## src/hw/rtl/lsd2x_ram.sv

```systemverilog
// Generic one-write one-read RAM with registered read data.
module lsd2x_ram #(
  parameter int WIDTH = 8,
  parameter int DEPTH = 16
) (
  input  logic                     clk_i,
  input  logic                     wr_en_i,
  input  logic [$clog2(DEPTH)-1:0] wr_addr_i,
  input  logic [WIDTH-1:0]         wr_data_i,
  input  logic                     rd_en_i,
  input  logic [$clog2(DEPTH)-1:0] rd_addr_i,
  output logic [WIDTH-1:0]         rd_data_o
);

  logic [WIDTH-1:0] mem_q [DEPTH];
  logic [WIDTH-1:0] rd_data_q;

  // Write port
  always_ff @(posedge clk_i) begin
    if (wr_en_i) begin
      mem_q[wr_addr_i] <= wr_data_i;
    end
  end

  // Read port, old data on a same-cycle write
  always_ff @(posedge clk_i) begin
    if (rd_en_i) begin
      rd_data_q <= mem_q[rd_addr_i];
    end
  end

  assign rd_data_o = rd_data_q;

endmodule

```

## config.mk

```make
export PLATFORM = sky130hd
export DESIGN_NAME = lsd2x_ram
export DESIGN_NICKNAME = d
export VERILOG_FILES = /design/src/hw/rtl/lsd2x_ram.sv
export SDC_FILE = /design/constraint.sdc
export NUM_CORES = 1
export LEC_CHECK = 0
export ABC_AREA = 0
export BUFFER_PORTS_ARGS = -buffer_cell sky130_fd_sc_hd__buf_2
export CORE_MARGIN = 4
export CORE_UTILIZATION = 30
export DETAILED_ROUTE_END_ITERATION = 6
export PLACE_DENSITY = 0.44
export SKIP_LAST_GASP = 1
export SYNTH_ARGS = -nofsm -noshare
export SYNTH_HDL_FRONTEND = slang
export SYNTH_SLANG_ARGS = --single-unit
```

## constraint.sdc

```tcl
create_clock -name clk_i -period 3.3 [get_ports clk_i]
set_input_delay 0.33 -clock clk_i [delete_from_list [all_inputs] [get_ports clk_i]]
set_output_delay 0.33 -clock clk_i [all_outputs]
set_load 0.1 [all_outputs]
```

# After elaboration in Yosys (flattened, before gate mapping)
# Memories as Yosys holds them, arrays and structs flattened. A register that Yosys moved wholly into a read port is not among the register bits.
# Cells that the tools add are included.
# classes
muxes,2
# op_table
operator,n
two-way mux 1 bit,2
# totals
inputBits,19
mem_bits_rw,128
reg_bits,0
out_inout_bits,8
elab_cells,3
n_memories,1
# mem_list
name,depth,width,read_ports,rd_clocked_by_memory_dff,wr,line_no,source
mem_q,16,8,1,1,1,15,logic [WIDTH-1:0] mem_q [DEPTH];

# Depth between registers and ports, before layout
# Gate-level depths: netlist of run 1.
# depth
word_depth,2
depth_mapped,5
ltp_nobuf,3

# Worst setup path before layout of run 1
# Ideal clock, no wire load.
# synth_path
path_type,in2reg
startpoint,input port wr_addr_i[2]
endpoint,memory mem_q[0][0] (enable)
path_buffers,0
path_slack_ps,1477
stages,2
t_arrival_ps,1440
setup_time_ps,383
required_time_ps,2917
cell_sequence,or3b_2 -> nor3_1
# synth_rtl
element,line_no,source
from (decl),8,"input logic [$clog2(DEPTH)-1:0] wr_addr_i,"
to (decl),15,
# Straight into the memory's write port.

==> key figures, run 1 <==
Final layout
  – Final Non-Filler Cells: 514
  – Layout fillers: 1,645
  – Antenna cells: 0
  – Register Area: 4080 um2
  – Final #Nets: 295
  – Area of the multi-input gates: 1060 um2
  – Share of layout cells above drive strength 1: 28.7%
  – Syn-to-layout area delta: 18.8%

Timing
  – Clock period minus worst slack: 1.83 ns
  – Slack of the critical path: 1.47 ns
  – Skew final: about 0.011 ns
  – Final period utilization: 55.3%
  – Slew margin rel.: 29.5%
  – RSZ-0062 raised after global routing: no
  – Hold Fails Final Rpt: 0
  – Final setup TNS: 0 ns
  – Fmax achieved: 0.548 GHz
  – Final setup vio count: 0
  – Actual slew at the worst max-slew pin: between 1 and 1.5 ns
  – Slew Viols, Final: 0

Routing
  – First-pass DRT Iterations: 4
  – Total wire length: 10.9 mm
  – Drt initial violations: 193
  – Routed length per instance: roughly 21 um
  – Post-DRT Antenna Nets: 0
  – DR vias: 2,389
  – DR vias/cell: 4.65
  – Drc violations: 0

Placement
  – Placed Cells: slightly below 500
  – PortBufs: 26
  – Post-DP HPWL: 7.06 mm
  – GPL Wtd Cong: 0.705
  – Dpl ws: 0.981 ns

Logic synthesis
  – Post-synth EDFFs: 136
  – Synthesized area per cell: between 20 and 25 um2
  – Share of the synthesized area in the top cell type: 78.1%
  – Yosys warns: 0
  – Post-synthesis cell type count: 18
  – Post-synthesis sequential area ratio: 78.1%
  – Most common cell in the synthesized netlist: edfxtp_1
  – Synthesized net count: 248
  – Gate Count Post-Synth: 229
  – Ys async rst share: 0%
  – Synth top cells by count: edfxtp_1 (136), mux4_2 (18), a22oi_1 (16), mux4_1 (14), nor2_1 (13)
  – Synth area leader: edfxtp_1
  – Syn Std Cell Area: 5230 um2
  – Flops & latches, synth: roughly 140
  – Leading post-synthesis cells by cell area: edfxtp_1 (78%), mux4_2 (7.8%), mux4_1 (7.0%)
  – Top_reg_cell synth: edfxtp_1

Die
  – Die Footprint: 19,600 um2
  – Row cnt: 48
  – I/O pin count: 27
  – Core area: 17,200 um2
  – Die height: 140 um
  – Initial Utilization: approximately 30%
  – Die Wd: around 140 um

Power
  – Comb pwr share: under 10%
  – Reg power frac: between 40 and 50%
  – Pwr/cell area: 645 nW/um2
  – Leakage: 2.06 nW
  – Sw Pwr: between 800 and 900 uW
  – Pint: 3.18 mW
  – Clk pwr share: 45.2%
  – Peak VDD IR: between 0.0003 and 0.0004 V
  – Net Sw Frac: just over 20%

GRT
  – First-pass GRT wire length: 16.5 mm
  – Aggregate global-route resource usage: 12.0%
  – Gr ovfl total: 0
  – Largest net degree at the start of global routing: 25
  – Antenna violations before repair: 0
  – Vias in the first global route: 2,625

Critical path
  – CP bufs+invs: 2
  – CP cell instances: buf_2 > buf_4 > mux4_1 > a22oi_1 > nand2_1
  – Critical path's top delay family: buffers and inverters
  – Reg2Reg Depth: 3
  – Worst EP required: 3.45 ns
  – Crit Reg-Reg Startpoint: mem_q[5][2]$_DFFE_PP_
  – Worst EP arrival: 1.97 ns
  – Crit Path Max Fanout: 14
  – Critical Path Start Type: input pin
  – CP startpoint: rd_addr_i[0]
  – CP max stage delay: 0.58 ns
  – Critical path type: in -> reg
  – Slowest CP cell: mux4_1
  – Crit path capture type: register
  – Levels on crit path: 5

Worst hold path
  – Worst min path class: in -> reg
  – Min-delay src: rd_en_i
  – Min-Delay Path Depth: 1

CTS
  – CTS root buffer: clkbuf_16
  – Post-CTS setup buffer count: 0
  – H-Tree Level Count: 4
  – TritonCTS clock tree: done
  – CTS Buffer Depth: 2
  – TritonCTS Sinks: about 140
  – Clk pin slew, worst setup/hold paths: 0.06 ns
  – Hold buffer count at cts: 0
  – CTS Buf Count: 17
  – Post-CTS resize count: 0
  – Skew-Pair Late Insertion Delay: roughly 0.42 ns

Flow run
  – Max cap viols: 0

Outcome
  – Status: completed
==> kinds of logic (layout without fill, tap and decap cells) <==
| family | after synthesis | count (layout) | synth area share (%) |
|---|---|---|---|
| and+or+nand+nor | 35 | 35 | 3.14 |
| buffers and inverters | 10 | 70 | 1.65 |
| DFF | 136 | 136 | 78.1 |
| AOI/OAI and AO/OA | 16 | 16 | 2.30 |
| muxes | 32 | 32 | 14.8 |
==> flip-flops by register name, indices dropped and copies added (netlist names) <==
register	count
mem_q	128
rd_data_o	8
==> stage by stage <==
stage	hold WS [ns]	utilization (%)	power (mW)	cell area, um2
after floorplan	0.429	-	2.15	5230
after global placement	0.717	32.9	2.23	5640
after detailed placement	0.716	32.9	2.23	5640
after CTS	0.276	36.2	4.06	6210
after global routing	0.279	36.2	4.17	6210
final	0.287	36.2	4.01	6210
==> final timing paths <==
| path | to | slack, ns |
|---|---|---|
| max | rd_data_o[1]$_DFFE_PP_ | 1.47 |
| min | rd_data_o[0]$_DFFE_PP_ | 0.29 |
| max reg2reg | rd_data_o[2]$_DFFE_PP_ | 1.73 |
| min reg2reg | rd_data_o[4]$_DFFE_PP_ | 0.74 |
==> power groups by stage <==
stage                     logic [mW]  registers, mW  clock network (mW)
final                          0.237           1.96                1.81
after global routing           0.256           1.96                1.95
after CTS                      0.242           1.96                1.86
after detailed placement       0.242           1.99                   0
after global placement         0.241           1.99                   0
after floorplan               0.0982           2.05                   0
==> routing by layer <==
metal	track usage, %	part of all wire [%]
met1	16.7	48
met2	17.7	46
met3	3.65	4.8
met4	4.44	1.1
met5	0	0
==> placed cells by master (no fill, tap or decap), drive strengths merged <==
master	instances
bufinv	3
nand3b	2
nor2b	1
nor3	4
edfxtp	136
mux4	32
or3b	1
clkinv	10
a22oi	16
nand2	9
buf	38
and2b	1
clkbuf	19
nand3	1
and2	1
nand2b	2
nor2	13
==> final cells by class <==
cell class	instances	area share, %
flip-flops and latches	136	65.8
multi-input cells	83	17.0
clock buffers	19	6.97
well taps	225	4.53
repair buffers	38	3.55
clock inverters	13	2.18
(Power assumes the default switching activity.)
==> run 2, diff against run 1 <==
==> constraint.sdc (replaced) <==
create_clock -name clk_i -period 1.72 [get_ports clk_i]
set_input_delay 0.172 -clock clk_i [delete_from_list [all_inputs] [get_ports clk_i]]
set_output_delay 0.172 -clock clk_i [all_outputs]
set_load 0.1 [all_outputs]
==> key figures, run 2 (same netlist as run 1, synthesis figures left out) <==
Die
  – Initial Utilization: 30.4% (unchanged)
  – Die Wd: 140 um (unchanged)
  – Core area: 17,200 um2 (unchanged)
  – Die height: 140 um (unchanged)
  – Row cnt: 48 (unchanged)
  – Die Footprint: 19,600 um2 (unchanged)
  – I/O pin count: 27 (unchanged)

Timing
  – Fmax achieved: 0.653 GHz
  – Hold Fails Final Rpt: 0 (unchanged)
  – Slew margin rel.: 67.1% (+38 points)
  – RSZ-0062 raised after global routing: no
  – Skew final: 0.00746 ns (-0.00386 ns)
  – Final setup vio count: 0 (unchanged)
  – Slew Viols, Final: 0 (unchanged)
  – Actual slew at the worst max-slew pin: 0.496 ns (-0.557 ns)
  – Final period utilization: 89.0%
  – Hold_ws: 0.120 ns (-0.166 ns)
  – Clock period minus worst slack: 1.53 ns

Critical path
  – Slowest CP cell: mux4_1
  – Worst EP arrival: 1.69 ns (-0.28 ns)
  – Crit path capture type: register
  – Levels on crit path: 3 (-2)
  – Worst EP required: 1.88 ns (-1.57 ns)
  – Reg2Reg Depth: 3 (unchanged)
  – Crit Reg-Reg Startpoint: mem_q[5][0]$_DFFE_PP_
  – R2R Path End: rd_data_o[0]$_DFFE_PP_
  – CP max stage delay: 0.55 ns (-0.03 ns)
  – CP bufs+invs: 0 (-2)
  – Reg2Reg Setup Slack: 0.19 ns (-1.54 ns)
  – Crit Path Max Fanout: 1 (-13)
  – CP cell instances: mux4_1 > a22oi_1 > nand2_1
  – Critical Path Start Type: register
  – Critical path type: reg -> reg
  – Critical path's top delay family: multiplexers

CTS
  – Post-CTS setup buffer count: 0 (unchanged)
  – Skew-Pair Late Insertion Delay: 0.42 ns (about the same)
  – TritonCTS Sinks: 136 (unchanged)
  – Clk pin slew, worst setup/hold paths: 0.06 ns (about the same)
  – CTS root buffer: clkbuf_16
  – Post-CTS resize count: 0 (unchanged)
  – CTS Buf Count: 17 (unchanged)
  – H-Tree Level Count: 4 (unchanged)
  – TritonCTS clock tree: done
  – Hold buffer count at cts: 0 (unchanged)
  – CTS Buffer Depth: 2 (unchanged)

Final layout
  – Final #Nets: 321 (+8.8%)
  – Commonest cells after routing, fill and taps aside: edfxtp_1 (136), buf_4 (33), buf_2 (26)
  – Reg with most FFs: mem_q
  – Final Non-Filler Cells: 540 (+5.1%)
  – Antenna cells: 0 (unchanged)
  – Syn-to-layout area delta: 23.7%
  – Most common cell after layout, fill and taps aside: edfxtp_1
  – Max FFs per register: 128 (unchanged)
  – Layout fillers: 1,614 (-1.9%)
  – Share of layout cells above drive strength 1: 36.2% (+7.5 points)

Routing
  – Routed length per instance: 20.3 um (-4.2%)
  – Drc violations: 0 (unchanged)
  – Drt initial violations: 216 (+12%)
  – Total wire length: 11.0 mm (+0.69%)
  – DR vias: 2,486 (+4.1%)
  – First-pass DRT Iterations: 4 (unchanged)
  – DR vias/cell: 4.60 (-0.95%)
  – Post-DRT Antenna Nets: 0 (unchanged)

Power
  – Sw Pwr: 1.76 mW (+110%)
  – Reg power frac: 48.8% (about the same)
  – Leakage: 2.21 nW (+7.6%)
  – Comb pwr share: 6.5% (+0.6 points)
  – Pint: 5.93 mW (+86%)
  – Pwr/cell area: 1190 nW/um2 (+84%)
  – Peak VDD IR: 0.000691 V (+100%)
  – Clk pwr share: 44.7% (-0.5 points)
  – Net Sw Frac: 22.9% (+2.4 points)

GRT
  – Gr ovfl total: 0 (unchanged)
  – Aggregate global-route resource usage: 12.1% (+0.13 points)
  – Largest net degree at the start of global routing: 27 (+8.0%)
  – Antenna violations before repair: 0 (unchanged)
  – First-pass GRT wire length: 16.9 mm (+2.3%)
  – Vias in the first global route: 2,658 (+1.3%)

Worst hold path
  – Hold path endpoint: rd_data_o[3]$_DFFE_PP_
  – Worst min path class: in -> reg
  – Min-Delay Path Depth: 1 (unchanged)
  – Min-delay src: rd_en_i

Flow run
  – Max cap viols: 0 (unchanged)

Placement
  – GPL Wtd Cong: 0.731 (+3.7%)
  – Placed Cells: 508 (+5.4%)
  – PortBufs: 26 (unchanged)
  – Post-DP HPWL: 7.47 mm (+5.9%)

Outcome
  – Status: completed
-- run 2: how the worst max path moves through the flow --
stage | to | slack, ns | startpoint
finish | rd_data_o[0]$_DFFE_PP_ | 0.19 | mem_q[5][0]$_DFFE_PP_
global route | rd_data_o[0]$_DFFE_PP_ | 0.09 | mem_q[1][0]$_DFFE_PP_
CTS | rd_data_o[0]$_DFFE_PP_ | 0.16 | mem_q[5][0]$_DFFE_PP_
detailed placement | rd_data_o[0]$_DFFE_PP_ | -0.02 | rd_addr_i[0]
global placement | rd_data_o[5]$_DFFE_PP_ | -0.04 | rd_addr_i[0]
floorplan | mem_q[0][0]$_DFFE_PP_ | 0.06 | wr_addr_i[2]
-- run 2: cell type report --
type	instances	area, um2	share of cell area [%]
Clock buffer	17	425	6.58
Clock inverter	15	143	2.21
Multi-Input combinational cell	83	1060	16.3
Sequential cell	136	4080	63.1
Tap cell	225	282	4.35
Timing Repair Buffer	64	478	7.39
-- run 2: stage by stage --
step	power, mW	util (%)	worst slack, ns	instance area [um2]	TNS [ns]
6_report	7.69	37.7	0.189	6470	0
5_1_grt	8.00	37.7	0.0927	6470	0
4_1_cts	7.79	37.7	0.160	6470	0
3_5_place_dp	4.33	34.4	-0.0246	5900	-0.0681
3_3_place_gp	4.33	34.4	-0.0417	5900	-0.124
2_1_floorplan	4.12	-	0.0551	5230	0
-- run 2: power groups by stage --
stage               Combinational (mW)  Clock [mW]  Sequential (mW)
floorplan                        0.188           0             3.94
global placement                 0.509           0             3.82
detailed placement               0.510           0             3.82
CTS                              0.510        3.53             3.75
global route                     0.537        3.71             3.76
finish                           0.499        3.44             3.75
-- run 2: metal layers --
layer	wire [um]	up-vias	track usage, %
met2	5040	76	17.5
met4	92	0	3.67
met5	0	-	0
met1	5170	1275	17.4
li1	-	1128	-
met3	682	7	4.03
