### config.mk
export PLATFORM = sky130hd
export DESIGN_NAME = lsd2x_row_unit
export DESIGN_NICKNAME = d
export VERILOG_FILES = /design/src/hw/rtl/lsd2x_pkg.sv /design/src/hw/rtl/lsd2x_row_unit.sv
export SDC_FILE = /design/constraint.sdc
export NUM_CORES = 1
export LEC_CHECK = 0
export ABC_CLOCK_PERIOD_IN_PS = 13350
export BUFFER_PORTS_ARGS = -buffer_cell sky130_fd_sc_hd__buf_2
export CELL_PAD_IN_SITES_DETAIL_PLACEMENT = 0
export CELL_PAD_IN_SITES_GLOBAL_PLACEMENT = 2
export CORE_MARGIN = 2
export CORE_UTILIZATION = 24
export DETAILED_ROUTE_END_ITERATION = 10
export PLACE_DENSITY_LB_ADDON = 0.1
export SYNTH_ARGS = -nofsm -noshare
export SYNTH_HDL_FRONTEND = slang
export SYNTH_SLANG_ARGS = --single-unit
### constraint.sdc
create_clock -name vclk -period 13.35
set_input_delay 2.0025 -clock vclk [all_inputs]
set_output_delay 2.0025 -clock vclk [all_outputs]
set_load 0.01 [all_outputs]
### src/hw/rtl/lsd2x_pkg.sv
// Shared constants, lookup tables and stage types of the 2x sprite row drawer.
package lsd2x_pkg;

  // Screen geometry in high-resolution pixels
  localparam int SCREEN_WIDTH  = 128;
  localparam int SCREEN_HEIGHT = 64;

  // Sprite row and read word sizes
  localparam int SPRITE_BITS = 8;
  localparam int WIDE_ROW    = 16;
  localparam int WORD_W      = 64;

  // Derived widths
  localparam int XW      = $clog2(SCREEN_WIDTH);        // x0 < SCREEN_WIDTH
  localparam int YW      = $clog2(SCREEN_HEIGHT);       // y0 < SCREEN_HEIGHT
  localparam int LINE_W  = $clog2(SCREEN_HEIGHT + 31);  // y0 + 2*row, up to H+28
  localparam int DEPTH   = (SCREEN_HEIGHT + 1) / 2;     // lines per bank (even/odd)
  localparam int IDX_W   = $clog2(DEPTH);
  localparam int PAD_W   = (SCREEN_WIDTH > 2 * WORD_W) ? SCREEN_WIDTH : 2 * WORD_W;
  localparam int IN_DW   = 40;
  localparam int OUT_DW  = 72;

  // Mode codes carried in the input tuser bit
  typedef enum logic {
    MODE_DRAW = 1'b0,
    MODE_READ = 1'b1
  } mode_e;

  // Doubled-and-wrapped origin tables, one entry per low-resolution coordinate
  typedef logic [255:0][XW-1:0] x0_lut_t;
  typedef logic [255:0][YW-1:0] y0_lut_t;

  function automatic x0_lut_t build_x0_lut();
    x0_lut_t lut;
    for (int i = 0; i < 256; i++) begin
      lut[i] = XW'((2 * i) % SCREEN_WIDTH);
    end
    return lut;
  endfunction

  function automatic y0_lut_t build_y0_lut();
    y0_lut_t lut;
    for (int i = 0; i < 256; i++) begin
      lut[i] = YW'((2 * i) % SCREEN_HEIGHT);
    end
    return lut;
  endfunction

  localparam x0_lut_t X0_LUT = build_x0_lut();
  localparam y0_lut_t Y0_LUT = build_y0_lut();

  // Item as held in the work stage
  typedef struct packed {
    mode_e                  mode;
    logic [XW-1:0]          x0;
    logic [SPRITE_BITS-1:0] row_bits;
    logic                   last_row;
    logic                   draw_ok;    // target line lies on screen
    logic                   below_ok;   // line below exists
    logic [IDX_W-1:0]       idx;        // bank entry of the line pair
    logic                   read_bank;  // 1 selects the odd line
    logic                   read_half;
    logic                   read_ok;    // read line lies on screen
  } item_t;

  // Outcome of the work stage
  typedef struct packed {
    logic                    wr_even;
    logic                    wr_odd;
    logic [SCREEN_WIDTH-1:0] even_line;
    logic [SCREEN_WIDTH-1:0] odd_line;
    logic                    collision;
    logic                    row_drawn;
    logic [WORD_W-1:0]       pixel_word;
    logic                    hit_flag;
  } result_t;

endpackage

### src/hw/rtl/lsd2x_row_unit.sv
// Combinational row work: 2x sprite XOR with line copy, collision, word read.
module lsd2x_row_unit (
  input  lsd2x_pkg::item_t                      item_i,
  input  logic [lsd2x_pkg::SCREEN_WIDTH-1:0]    even_line_i,
  input  logic [lsd2x_pkg::SCREEN_WIDTH-1:0]    odd_line_i,
  input  logic                                  hit_flag_i,
  output lsd2x_pkg::result_t                    result_o
);
  import lsd2x_pkg::*;

  logic [SCREEN_WIDTH-1:0] prev_e;
  logic [SCREEN_WIDTH-1:0] new_e;
  logic [SCREEN_WIDTH-1:0] new_o;
  logic                    hits;
  logic [XW:0]             diff;
  logic                    vis;
  logic                    lit;
  logic [3:0]              off;
  logic [PAD_W-1:0]        rd_pad;
  logic [WORD_W-1:0]       word;
  logic                    hit_now;
  logic                    is_draw;

  // Left neighbor of every column
  assign prev_e = {even_line_i[SCREEN_WIDTH-2:0], 1'b0};

  // Per-column update over the 16-pixel window starting at x0
  always_comb begin
    new_e = even_line_i;
    new_o = odd_line_i;
    hits  = 1'b0;
    diff  = '0;
    vis   = 1'b0;
    lit   = 1'b0;
    off   = '0;
    for (int c = 0; c < SCREEN_WIDTH; c++) begin
      diff = {1'b0, XW'(c)} - {1'b0, item_i.x0};
      vis  = !diff[XW] && (diff < (XW + 1)'(WIDE_ROW));
      off  = diff[3:0];
      // sprite bit 7 covers offsets 0 and 1
      lit  = item_i.row_bits[~off[3:1]];
      if (vis && lit) begin
        hits = hits | even_line_i[c];
        // odd offset takes the freshly toggled left neighbor
        new_e[c] = off[0] ? ~prev_e[c] : ~even_line_i[c];
      end
      if (vis) begin
        new_o[c] = new_e[c];
      end
    end
  end

  // Word read from the selected line
  always_comb begin
    rd_pad = PAD_W'(item_i.read_bank ? odd_line_i : even_line_i);
    word   = '0;
    for (int i = 0; i < WORD_W; i++) begin
      word[WORD_W-1-i] = rd_pad[{item_i.read_half, 6'(i)}];
    end
  end

  assign is_draw = (item_i.mode == MODE_DRAW);
  assign hit_now = hit_flag_i | (item_i.draw_ok & hits);

  // Outcome
  always_comb begin
    result_o.even_line = new_e;
    result_o.odd_line  = new_o;
    if (is_draw) begin
      result_o.wr_even    = item_i.draw_ok;
      result_o.wr_odd     = item_i.draw_ok & item_i.below_ok;
      result_o.collision  = hit_now;
      result_o.row_drawn  = item_i.draw_ok;
      result_o.pixel_word = '0;
      result_o.hit_flag   = item_i.last_row ? 1'b0 : hit_now;
    end else begin
      result_o.wr_even    = 1'b0;
      result_o.wr_odd     = 1'b0;
      result_o.collision  = hit_flag_i;
      result_o.row_drawn  = 1'b0;
      result_o.pixel_word = item_i.read_ok ? word : '0;
      result_o.hit_flag   = hit_flag_i;
    end
  end

endmodule

# Word-level counts from Yosys, hierarchy flattened
# Index checks and enable logic that the tools add are counted.
# Widths: inputs -> output; s select.
[word_totals]
register_bits = 0
input_bits = 284
output_inout_bits = 325
wordCells = 2119
[op_classes]
n_addsub = 128
n_lt_le_gt_ge = 320
muxes = 901
bitwise_logic = 386
reduce_logical = 384
[ops]
columns = ["cell", "n"]
rows = [
  ["$lt 8x5->1 const B", 128],
  ["$mux 1", 769],
  ["$lt 3x4->1 const B", 128],
  ["$lt 7x8->1 const B", 64],
  ["$sub 7x7->8 const A", 64],
  ["$bmux 1 s3", 128],
  ["$not 3->3", 128],
  ["$logic_and 1x1->1", 256],
  ["$sub 6x7->8 const A", 32],
  ["$logic_not 1->1", 128],
  ["$mux 128", 1],
  ["$not 1->1", 128],
  ["$or 1x1->1", 128],
  ["$sub 5x7->8 const A", 16],
  ["$mux 67", 1],
  ["$mux 64", 1],
  ["$sub 4x7->8 const A", 8],
  ["$sub 3x7->8 const A", 4],
  ["$sub 1x7->8 const A", 2],
  ["$sub 2x7->8 const A", 2],
  ["$and 1x1->1", 2],
  ["$mux 2", 1],
]

# Longest topological paths before layout
# Gate-level depths: netlist of run 1.
[depth]
depth_word = 264
depth_mapped = 16
ltp_nobuf = 11

# Worst setup path before layout of run 1
# No wires, ideal clock.
[synth_path]
kind = "in2out"
from = "input port item_i[25] in the netlist's numbering"
to = "output port result_o[95] in the netlist's numbering"
arrival_ps = 5218
required_ps = 11347
path_slack_ps = 6130
path_stages = 11
path_buffers = 5
path_cell_list = "buf_2 > inv_1 > buf_2 > buf_1 > ha_1 > clkbuf_1 > nor3b_1 > clkbuf_1 > nand3_1 > o41ai_1 > mux2_2"
[synth_rtl]
columns = ["item", "line_no", "rtl"]
rows = [
  ["from (decl)", "lsd2x_row_unit.sv:3", "input lsd2x_pkg::item_t item_i,"],
  ["to (decl)", "lsd2x_row_unit.sv:7", "output lsd2x_pkg::result_t result_o"],
]

==> results of run 1 <==
metrics by stage:
stage / utilization [%] / setup slack [ns]
after global placement: 31.1 / 3.75
after floorplan: - / 6.13
after detailed placement: 31.1 / 3.79
final: 31.1 / 3.72
after global routing: 31.1 / 3.49
after CTS: 31.1 / 3.80
per-layer routing:
metal / global-route usage (%) / share of wire, % / vias up
li1: - / - / 7813
met1: 48.0 / 43 / 9080
met5: 0 / 0.025 / -
met3: 5.93 / 7.8 / 132
met4: 11.6 / 4.0 / 4
met2: 56.2 / 45 / 964
Yosys cell counts (all sizes together), types with 26 or more instances:
library cell / number / area, µm²
nor3: 36 / 180
inv: 46 / 173
o21ai: 84 / 420
mux2i: 29 / 290
a21o: 39 / 293
nand2: 141 / 529
buf: 48 / 254
mux2: 233 / 2620
ha: 26 / 325
clkbuf: 90 / 339
xnor2: 61 / 561
and3: 94 / 588
a211oi: 40 / 300
nor2: 107 / 409
nor2b: 84 / 526
mux4: 75 / 1710
nand3: 60 / 300
nand2b: 30 / 188
a21oi: 136 / 684
final timing paths:
check                 cells after the start      endpoint       start  slack (ns)
worst max-delay path                     15  result_o[66]  item_i[24]        3.72
worst min-delay path                      3   result_o[0]  item_i[10]        4.27
area by class of cell:
type	count	area, µm²
well taps	696	871
fillers	6042	37200
diodes	2	5.00
inverters	49	184
multi-input cells	1585	12400
repair buffers	642	3320
critical path: cells and delay by family:
kind / cells / cell delay (ns)
compound gates: 4 / 2.01
fa+ha+maj: 1 / 0.47
buf+inv: 5 / 1.80
simple gates: 5 / 1.29
power by group through the flow:
stage,registers [W],clock network [W],logic [W]
floorplan,0,0,0.000397
global placement,0,0,0.000738
detailed placement,0,0,0.000739
CTS,0,0,0.000742
global route,0,0,0.000791
finish,0,0.0000000000163,0.000757
cell families (layout without fill, tap and decap cells):
family          count (synthesis)  count (layout)  share of synthesized area [%]
mux                           337             337                           35.1
fa+ha+maj                      26              26                           2.47
xor+xnor                       66              66                           4.59
buf+inv                       187             691                           5.90
simple gates                  700             700                           29.1
other cells                     0               2                              0
compound gates                456             456                           22.9
==> results.toml, run 1 <==
[status]
run_status = "finished, final reports clean"

[pwr]
pwr_density_cell_nw_per_um2 = 45.0
pwr-share-comb_pct = 100.0
power_w = 0.000757
cellInternalPower_w = 0.000269
p_clk_share_pct = 0
seq_power_share_pct = 0
power.switching_w = 0.000488
p_leak_nw = 7.29
ir_drop_mv = 0.0298
p_sw_share_pct = 64.4

[placed_design]
portBuffers = 604
dp.cells = 2972
dpl.hpwl_um = 87600
dpl_cell_area_um2 = 16800
gp_congestion = 0.951

[worst_setup_path]
slowest_delay_ns = 1.19
required_ns = 11.35
cp_data_arrival_time_ns = 7.63
crit_path_end_kind = "output port"
crit_fanout = 24
worst_path_max_delay_cell = "a2111oi_1"
crit_chain = "buf_2 -> clkinv_1 -> ha_1 -> buf_4 -> nor2b_1 -> buf_4 -> o2111ai_1 -> a21oi_1 -> a222oi_1 -> nor2_1 -> a2111oi_1 -> nand4_1 -> nor4_2 -> nor2_1 -> buf_2"
critical_path_class = "primary input to output port"
worstSetupStartpointType = "primary input"

[detailed_routing]
first_pass_iters = 6
drt_iter0_markers = 1784
avgViaCountPerCell = 6.05
routedWlPerCell_um = 35.4
num_vias = 18000
postRouteAntennaNets = 0
route.detailed.drc = 0
routed_wl_um = 105000

[layout]
seq_cell_count = 0
layout_commonest_cell = "buf_2"
syn_to_final_growth_pct = 27.7
drive_gt1_share_pct = 43.2
stdcell_area_um2 = 16800
fin_nets = 2588
instances_no_fill = 2974
clockBufferCount = 0
regArea_um2 = 0
layout_common_cells = "601 x buf_2, 233 x mux2_2, 141 x nand2_1, 135 x a21oi_1, 106 x nor2_1"

[job]
max-cap-violations = 0

[sta]
finalCritPeriodShare_pct = 72.2
slew_headroom_pct = 10.1
worstMarginPinSlew_ns = 1.34
fin_crit_ns = 9.63
whs_ns = 4.27
max_freq_mhz = 104
setup_viol_count_final = 0
slew_violations = 0
tns_ns = 0
hold_violations = 0
rsz0062_at_grt = "no"

[global_routing]
first_global_vias = 17200
antenna_found_initial = 9
grt_max_degree = 78
grt_use_total_pct = 35.2
gr-total-overflow = 0
grt_first_pass_wirelength_um = 142000

[floorplanning]
fp.dieW_um = 238
die_area_um2 = 56800
rows = 85
io_pins = 609
initial_utilization_pct = 24.4
core_area_um2 = 54000
die_h_um = 238

[logic_synthesis]
mappedNetlistArea_um2 = 13200
yosysUniqueCellTypes = 89
yosysSeqAreaShare_pct = 0
ys.warnings.count = 0
syn_nets = 2082
syn_inst = 1772
syn_avg_cell_area_um2 = 7.43

[clocking]
cts_hold_repair.buffers = 0
cts_resized = 0
post-cts-setup-buffer-count = 0

[hold_path]
hold_path_class = "primary input to output port"
No activity file was read; power rests on OpenSTA's default activity.
==> run 2: changes to the inputs <==
ABC_AREA = 1   (was not set)
ABC_CLOCK_PERIOD_IN_PS = 9200   (was 13350)
CORE_UTILIZATION = 22   (was 24)
clock period = 9.2 ns   (was 13.35 ns; I/O delays follow)
==> run 2 against run 1 <==
  * Non-clock buffer count is 11 higher
  * Critical path depth is 4 higher
  * Count of clock-buffer cells in the layout stayed put
  * First-iteration DRC count is 36% higher
  * Worst setup slack worse by 1.6 ns
  * Synthesized cell count is 57% higher
  * Die area is 11% higher
  * Sequential share of layout area stayed put
  * Critical path type unchanged
  * Largest cell class unchanged
  * Largest power group unchanged
==> results.toml, run 2 <==
[logic_synthesis]
yosysSeqAreaShare_pct = 0
syn_inst = 2785
mappedNetlistArea_um2 = 13400
ys.warnings.count = 0
ys_top_cells_by_count = "797 x nand2_1, 393 x a21oi_1, 353 x nand3_1"
yosysMostFrequentCell = "nand2_1"
yosys.area.top_type_share_pct = 22.3
synth.area.top_cells = "nand2_1 22%, a21oi_1 15%, nand3_1 13%"
yosys.area.top_type = "nand2_1"
yosysUniqueCellTypes = 38
syn_nets = 3095
syn_avg_cell_area_um2 = 4.81

[floorplanning]
fp.dieW_um = 251
core_area_um2 = 60400
io_pins = 609
die_h_um = 251
initial_utilization_pct = 22.2
rows = 90
die_area_um2 = 62900

[sta]
setup_viol_count_final = 0
slew_headroom_pct = 29.2
hold_violations = 0
max_freq_mhz = 141
worstMarginPinSlew_ns = 1.06
finalCritPeriodShare_pct = 77.3
rsz0062_at_grt = "no"
slew_violations = 0
tns_ns = 0
fin_crit_ns = 7.11

[hold_path]
hold_path_class = "primary input to output port"
holdPathStages = 3

[placed_design]
dp.cells = 4052
portBuffers = 604
dpl.hpwl_um = 98600
gp_congestion = 0.942

[worst_setup_path]
cp_data_arrival_time_ns = 5.73
required_ns = 7.82
crit_fanout = 37
crit_path_end_kind = "output port"
critical_path_class = "primary input to output port"
worstSetupStartpointType = "primary input"

[job]
max-cap-violations = 0

[detailed_routing]
drt_iter0_markers = 2431
postRouteAntennaNets = 0
num_vias = 22500
first_pass_iters = 6
routed_wl_um = 119000
route.detailed.drc = 0
avgViaCountPerCell = 5.53
routedWlPerCell_um = 29.3

[global_routing]
gr-total-overflow = 0
grt_max_degree = 84
antenna_found_initial = 10
grt_first_pass_wirelength_um = 162000
grt_use_total_pct = 35.7
first_global_vias = 20700

[layout]
layout_common_cells = "796 x nand2_1, 602 x buf_2, 393 x a21oi_1, 353 x nand3_1, 348 x nor2_1"
fin_util_pct = 28.1
regArea_um2 = 0
drive_gt1_share_pct = 24.8
syn_to_final_growth_pct = 26.6
clockBufferCount = 0
num-fill-cells = 7400
seq_cell_count = 0
fin_nets = 3582
layout_commonest_cell = "nand2_1"
instances_no_fill = 4059

[pwr]
ir_drop_mv = 0.0261
p_leak_nw = 8.84
pwr_density_cell_nw_per_um2 = 64.8

[clocking]
cts_hold_repair.buffers = 0
cts_resized = 0
post-cts-setup-buffer-count = 0

[status]
run_status = "finished, final reports clean"
==> run 2: cell types whose count changed after synthesis, sizes merged, moves of 142 or more <==
cell | previous run | this run
a21oi | 136 | 399
inv | 46 | 188
nand2 | 141 | 801
nand3 | 60 | 353
nor2 | 107 | 369
o21ai | 84 | 230
==> run 2: final timing paths <==
| kind | end | slack, ns | startpoint |
|---|---|---|---|
| setup / recovery | result_o[0] | 2.09 | item_i[23] |
| hold / removal | result_o[323] | 3.05 | item_i[26] |
==> run 2: kinds of logic after synthesis <==
| kind of cell | after synthesis | synth area share [%] |
|---|---|---|
| fa+ha+maj | 26 | 2.43 |
| compound gates | 740 | 29.0 |
| xor+xnor | 8 | 0.523 |
| simple gates | 1552 | 48.0 |
| mux | 102 | 8.57 |
| buf+inv | 357 | 11.6 |
==> run 2: layer usage <==
layer	wire (µm)	share of wire (%)	GRT usage [%]
met5	50	0.042	0
met4	3880	3.3	9.64
met3	8050	6.8	3.59
met2	58600	49	64.8
met1	48400	41	44.6
==> run 2: stage by stage <==
| step | area, µm² | worst slack, ns | hold WS, ns | power (W) |
|---|---|---|---|---|
| finish | 17000 | 2.09 | 3.05 | 0.00110 |
| global route | 17000 | 1.94 | 3.07 | 0.00117 |
| CTS | 17000 | 2.19 | 3.05 | 0.00108 |
| detailed placement | 17000 | 2.19 | 3.05 | 0.00108 |
| global placement | 17000 | 2.23 | 3.04 | 0.00108 |
| floorplan | 13400 | 4.14 | 2.81 | 0.000596 |
==> run 2: layout make-up <==
| cell class | count | area [µm²] | area share, % |
|---|---|---|---|
| tap | 782 | 978 | 5.76 |
| timing repair buffer | 653 | 3400 | 20.0 |
| inverter | 189 | 717 | 4.22 |
| antenna | 7 | 17.5 | 0.103 |
| multi-input combinational | 2428 | 11900 | 69.9 |
==> run 2: report_power, final <==
part | internal (W) | total (W) | switching [W]
registers | 0 | 0 | 0
clock network | 0.000000000103 | 0.000000000103 | 0
logic | 0.000310 | 0.00110 | 0.000790
total | 0.000310 | 0.00110 | 0.000790
==> run 2: worst max-delay path: stages <==
cell,delay (ns)
buf_2,0.35
inv_4,0.13
buf_4,0.49
ha_1,0.70
nand2_1,0.39
o21ai_0,0.30
nand2_1,0.08
nor2_1,0.59
nand3_1,0.15
nand2_1,0.24
nor2_1,0.11
nand2_1,0.07
nor2_1,0.04
nand2_1,0.07
nor3_2,0.04
nand2_1,0.15
nand2_1,0.11
a21oi_2,0.13
buf_2,0.13
==> run 3: changes to the inputs <==
ABC_AREA = 0   (was 1)
ABC_CLOCK_PERIOD_IN_PS = 6900   (was 9200)
CORE_UTILIZATION = 24   (was 22)
clock period = 6.9 ns   (was 9.2 ns; I/O delays follow)
==> run 3 against run 2 <==
  * Cell count shrank 25%
  * Via count shrank 18%
  * Combinational power grew 36%
  * First-iteration DRC count shrank 25%
  * Power grew 37%
  * Sequential cell count is the same
  * Sequential share of layout area is the same
  * Worst setup slack lost 1.8 ns
  * Global-route usage is essentially flat
  * Critical path type unchanged
  * Critical endpoint is now result_o[66]
  * Largest power group unchanged
  * Highest routed layer is now met4
==> results.toml, run 3 (synthesis results as in run 1) <==
[pwr]
ir_drop_mv = 0.0469
seq_power_share_pct = 0
p_clk_share_pct = 0
power.switching_w = 0.000956
p_leak_nw = 7.60
pwr-share-comb_pct = 100.0
p_sw_share_pct = 63.5
power_w = 0.00150
cellInternalPower_w = 0.000549
pwr_density_cell_nw_per_um2 = 87.1

[floorplanning]
rows = 85
io_pins = 609
initial_utilization_pct = 24.4
fp.dieW_um = 238
core_area_um2 = 54000
die_h_um = 238
die_area_um2 = 56800

[detailed_routing]
postRouteAntennaNets = 0
avgViaCountPerCell = 6.05
route.detailed.drc = 0
num_vias = 18300
routedWlPerCell_um = 35.3
drt_iter0_markers = 1821
routed_wl_um = 107000
first_pass_iters = 6

[worst_setup_path]
cp_top_family = "simple AND/OR/NAND/NOR gates"
crit_chain = "buf_2 -> ha_1 -> nor2b_1 -> nor2_4 -> xnor2_1 -> mux4_2 -> and3_1 -> a2111oi_0 -> nand4_1 -> nor4_2 -> nor2_1 -> buf_2"
worstSetupStartpointType = "primary input"
required_ns = 5.86
critical_path_class = "primary input to output port"
crit_path_end_kind = "output port"
cpMostUsedCell = "buf_2"
slowest_delay_ns = 0.87
startpoint = "item_i[21]"
cp_data_arrival_time_ns = 5.55
crit_fanout = 17
crit_buf_inv = 2
worst_path_max_delay_cell = "a2111oi_0"

[layout]
syn_to_final_growth_pct = 31.2
clockBufferCount = 0
instances_no_fill = 3032
seq_cell_count = 0
layout_common_cells = "601 x buf_2, 233 x mux2_2, 141 x nand2_1, 135 x a21oi_1, 106 x nor2_1"
regArea_um2 = 0
fin_nets = 2648
drive_gt1_share_pct = 44.6
antenna_cells = 0
layout_commonest_cell = "buf_2"
stdcell_area_um2 = 17300

[sta]
fin_crit_ns = 6.59
hold_violations = 0
max_freq_mhz = 152
finalCritPeriodShare_pct = 95.5
worstMarginPinSlew_ns = 1.32
tns_ns = 0
rsz0062_at_grt = "no"
slew_headroom_pct = 11.7
setup_viol_count_final = 0
slew_violations = 0

[hold_path]
hp-start = "item_i[10]"
hold_path_class = "primary input to output port"

[clocking]
cts_hold_repair.buffers = 0
cts_resized = 0
post-cts-setup-buffer-count = 0

[placed_design]
gp_congestion = 0.952
portBuffers = 604
dpl_cell_area_um2 = 17300
dp.cells = 3032
dpl.hpwl_um = 90700

[global_routing]
antenna_found_initial = 3
gr-total-overflow = 0
grt_use_total_pct = 35.7
first_global_vias = 17500
grt_first_pass_wirelength_um = 145000
grt_max_degree = 94

[status]
run_status = "finished, final reports clean"

[job]
max-cap-violations = 0
## run 3: cell types whose count changed in the layout (fill, tap and decap cells not counted), moves of 83 or more
cell | before | now
a21oi_1 | 393 | 135
and3_1 | 0 | 94
mux2_2 | 102 | 233
inv_1 | 169 | 45
nor2_1 | 348 | 106
nand3_1 | 353 | 60
a31oi_1 | 104 | 20
nand2_1 | 796 | 141
o21ai_0 | 225 | 84
nor2b_1 | 0 | 83
## run 3: path summary, 6_finish.rpt
check / end / depth (start not counted)
setup / recovery: result_o[66] / 12
hold / removal: result_o[0] / 3
## run 3: through the flow
stage	setup WS [ns]	hold WS [ns]	utilization [%]
floorplan	1.61	2.14	-
global placement	0.507	2.34	32.0
detailed placement	0.412	2.33	32.0
CTS	0.388	2.33	32.0
global route	0.240	2.35	32.0
finish	0.313	2.33	32.0
## run 3: layer usage
| layer | global-route usage (%) | part of all wire, % | wire length (µm) |
|---|---|---|---|
| met1 | 50.1 | 45 | 47800 |
| met2 | 58.1 | 46 | 48900 |
| met5 | 0 | 0 | 0 |
| met3 | 3.47 | 6.4 | 6810 |
| met4 | 9.92 | 3.3 | 3590 |
## run 3: cell type report
cell class / count / area (µm²)
Tap cell: 696 / 871
Inverter: 49 / 184
Fill cell: 6124 / 36700
Timing Repair Buffer: 702 / 3810
Multi-Input combinational cell: 1585 / 12400
## run 3: power groups by stage
stage	logic (W)	registers, W	clock network [W]
finish	0.00150	0	0
CTS	0.00148	0	0
global placement	0.00147	0	0
detailed placement	0.00147	0	0
global route	0.00156	0	0
floorplan	0.000767	0	0
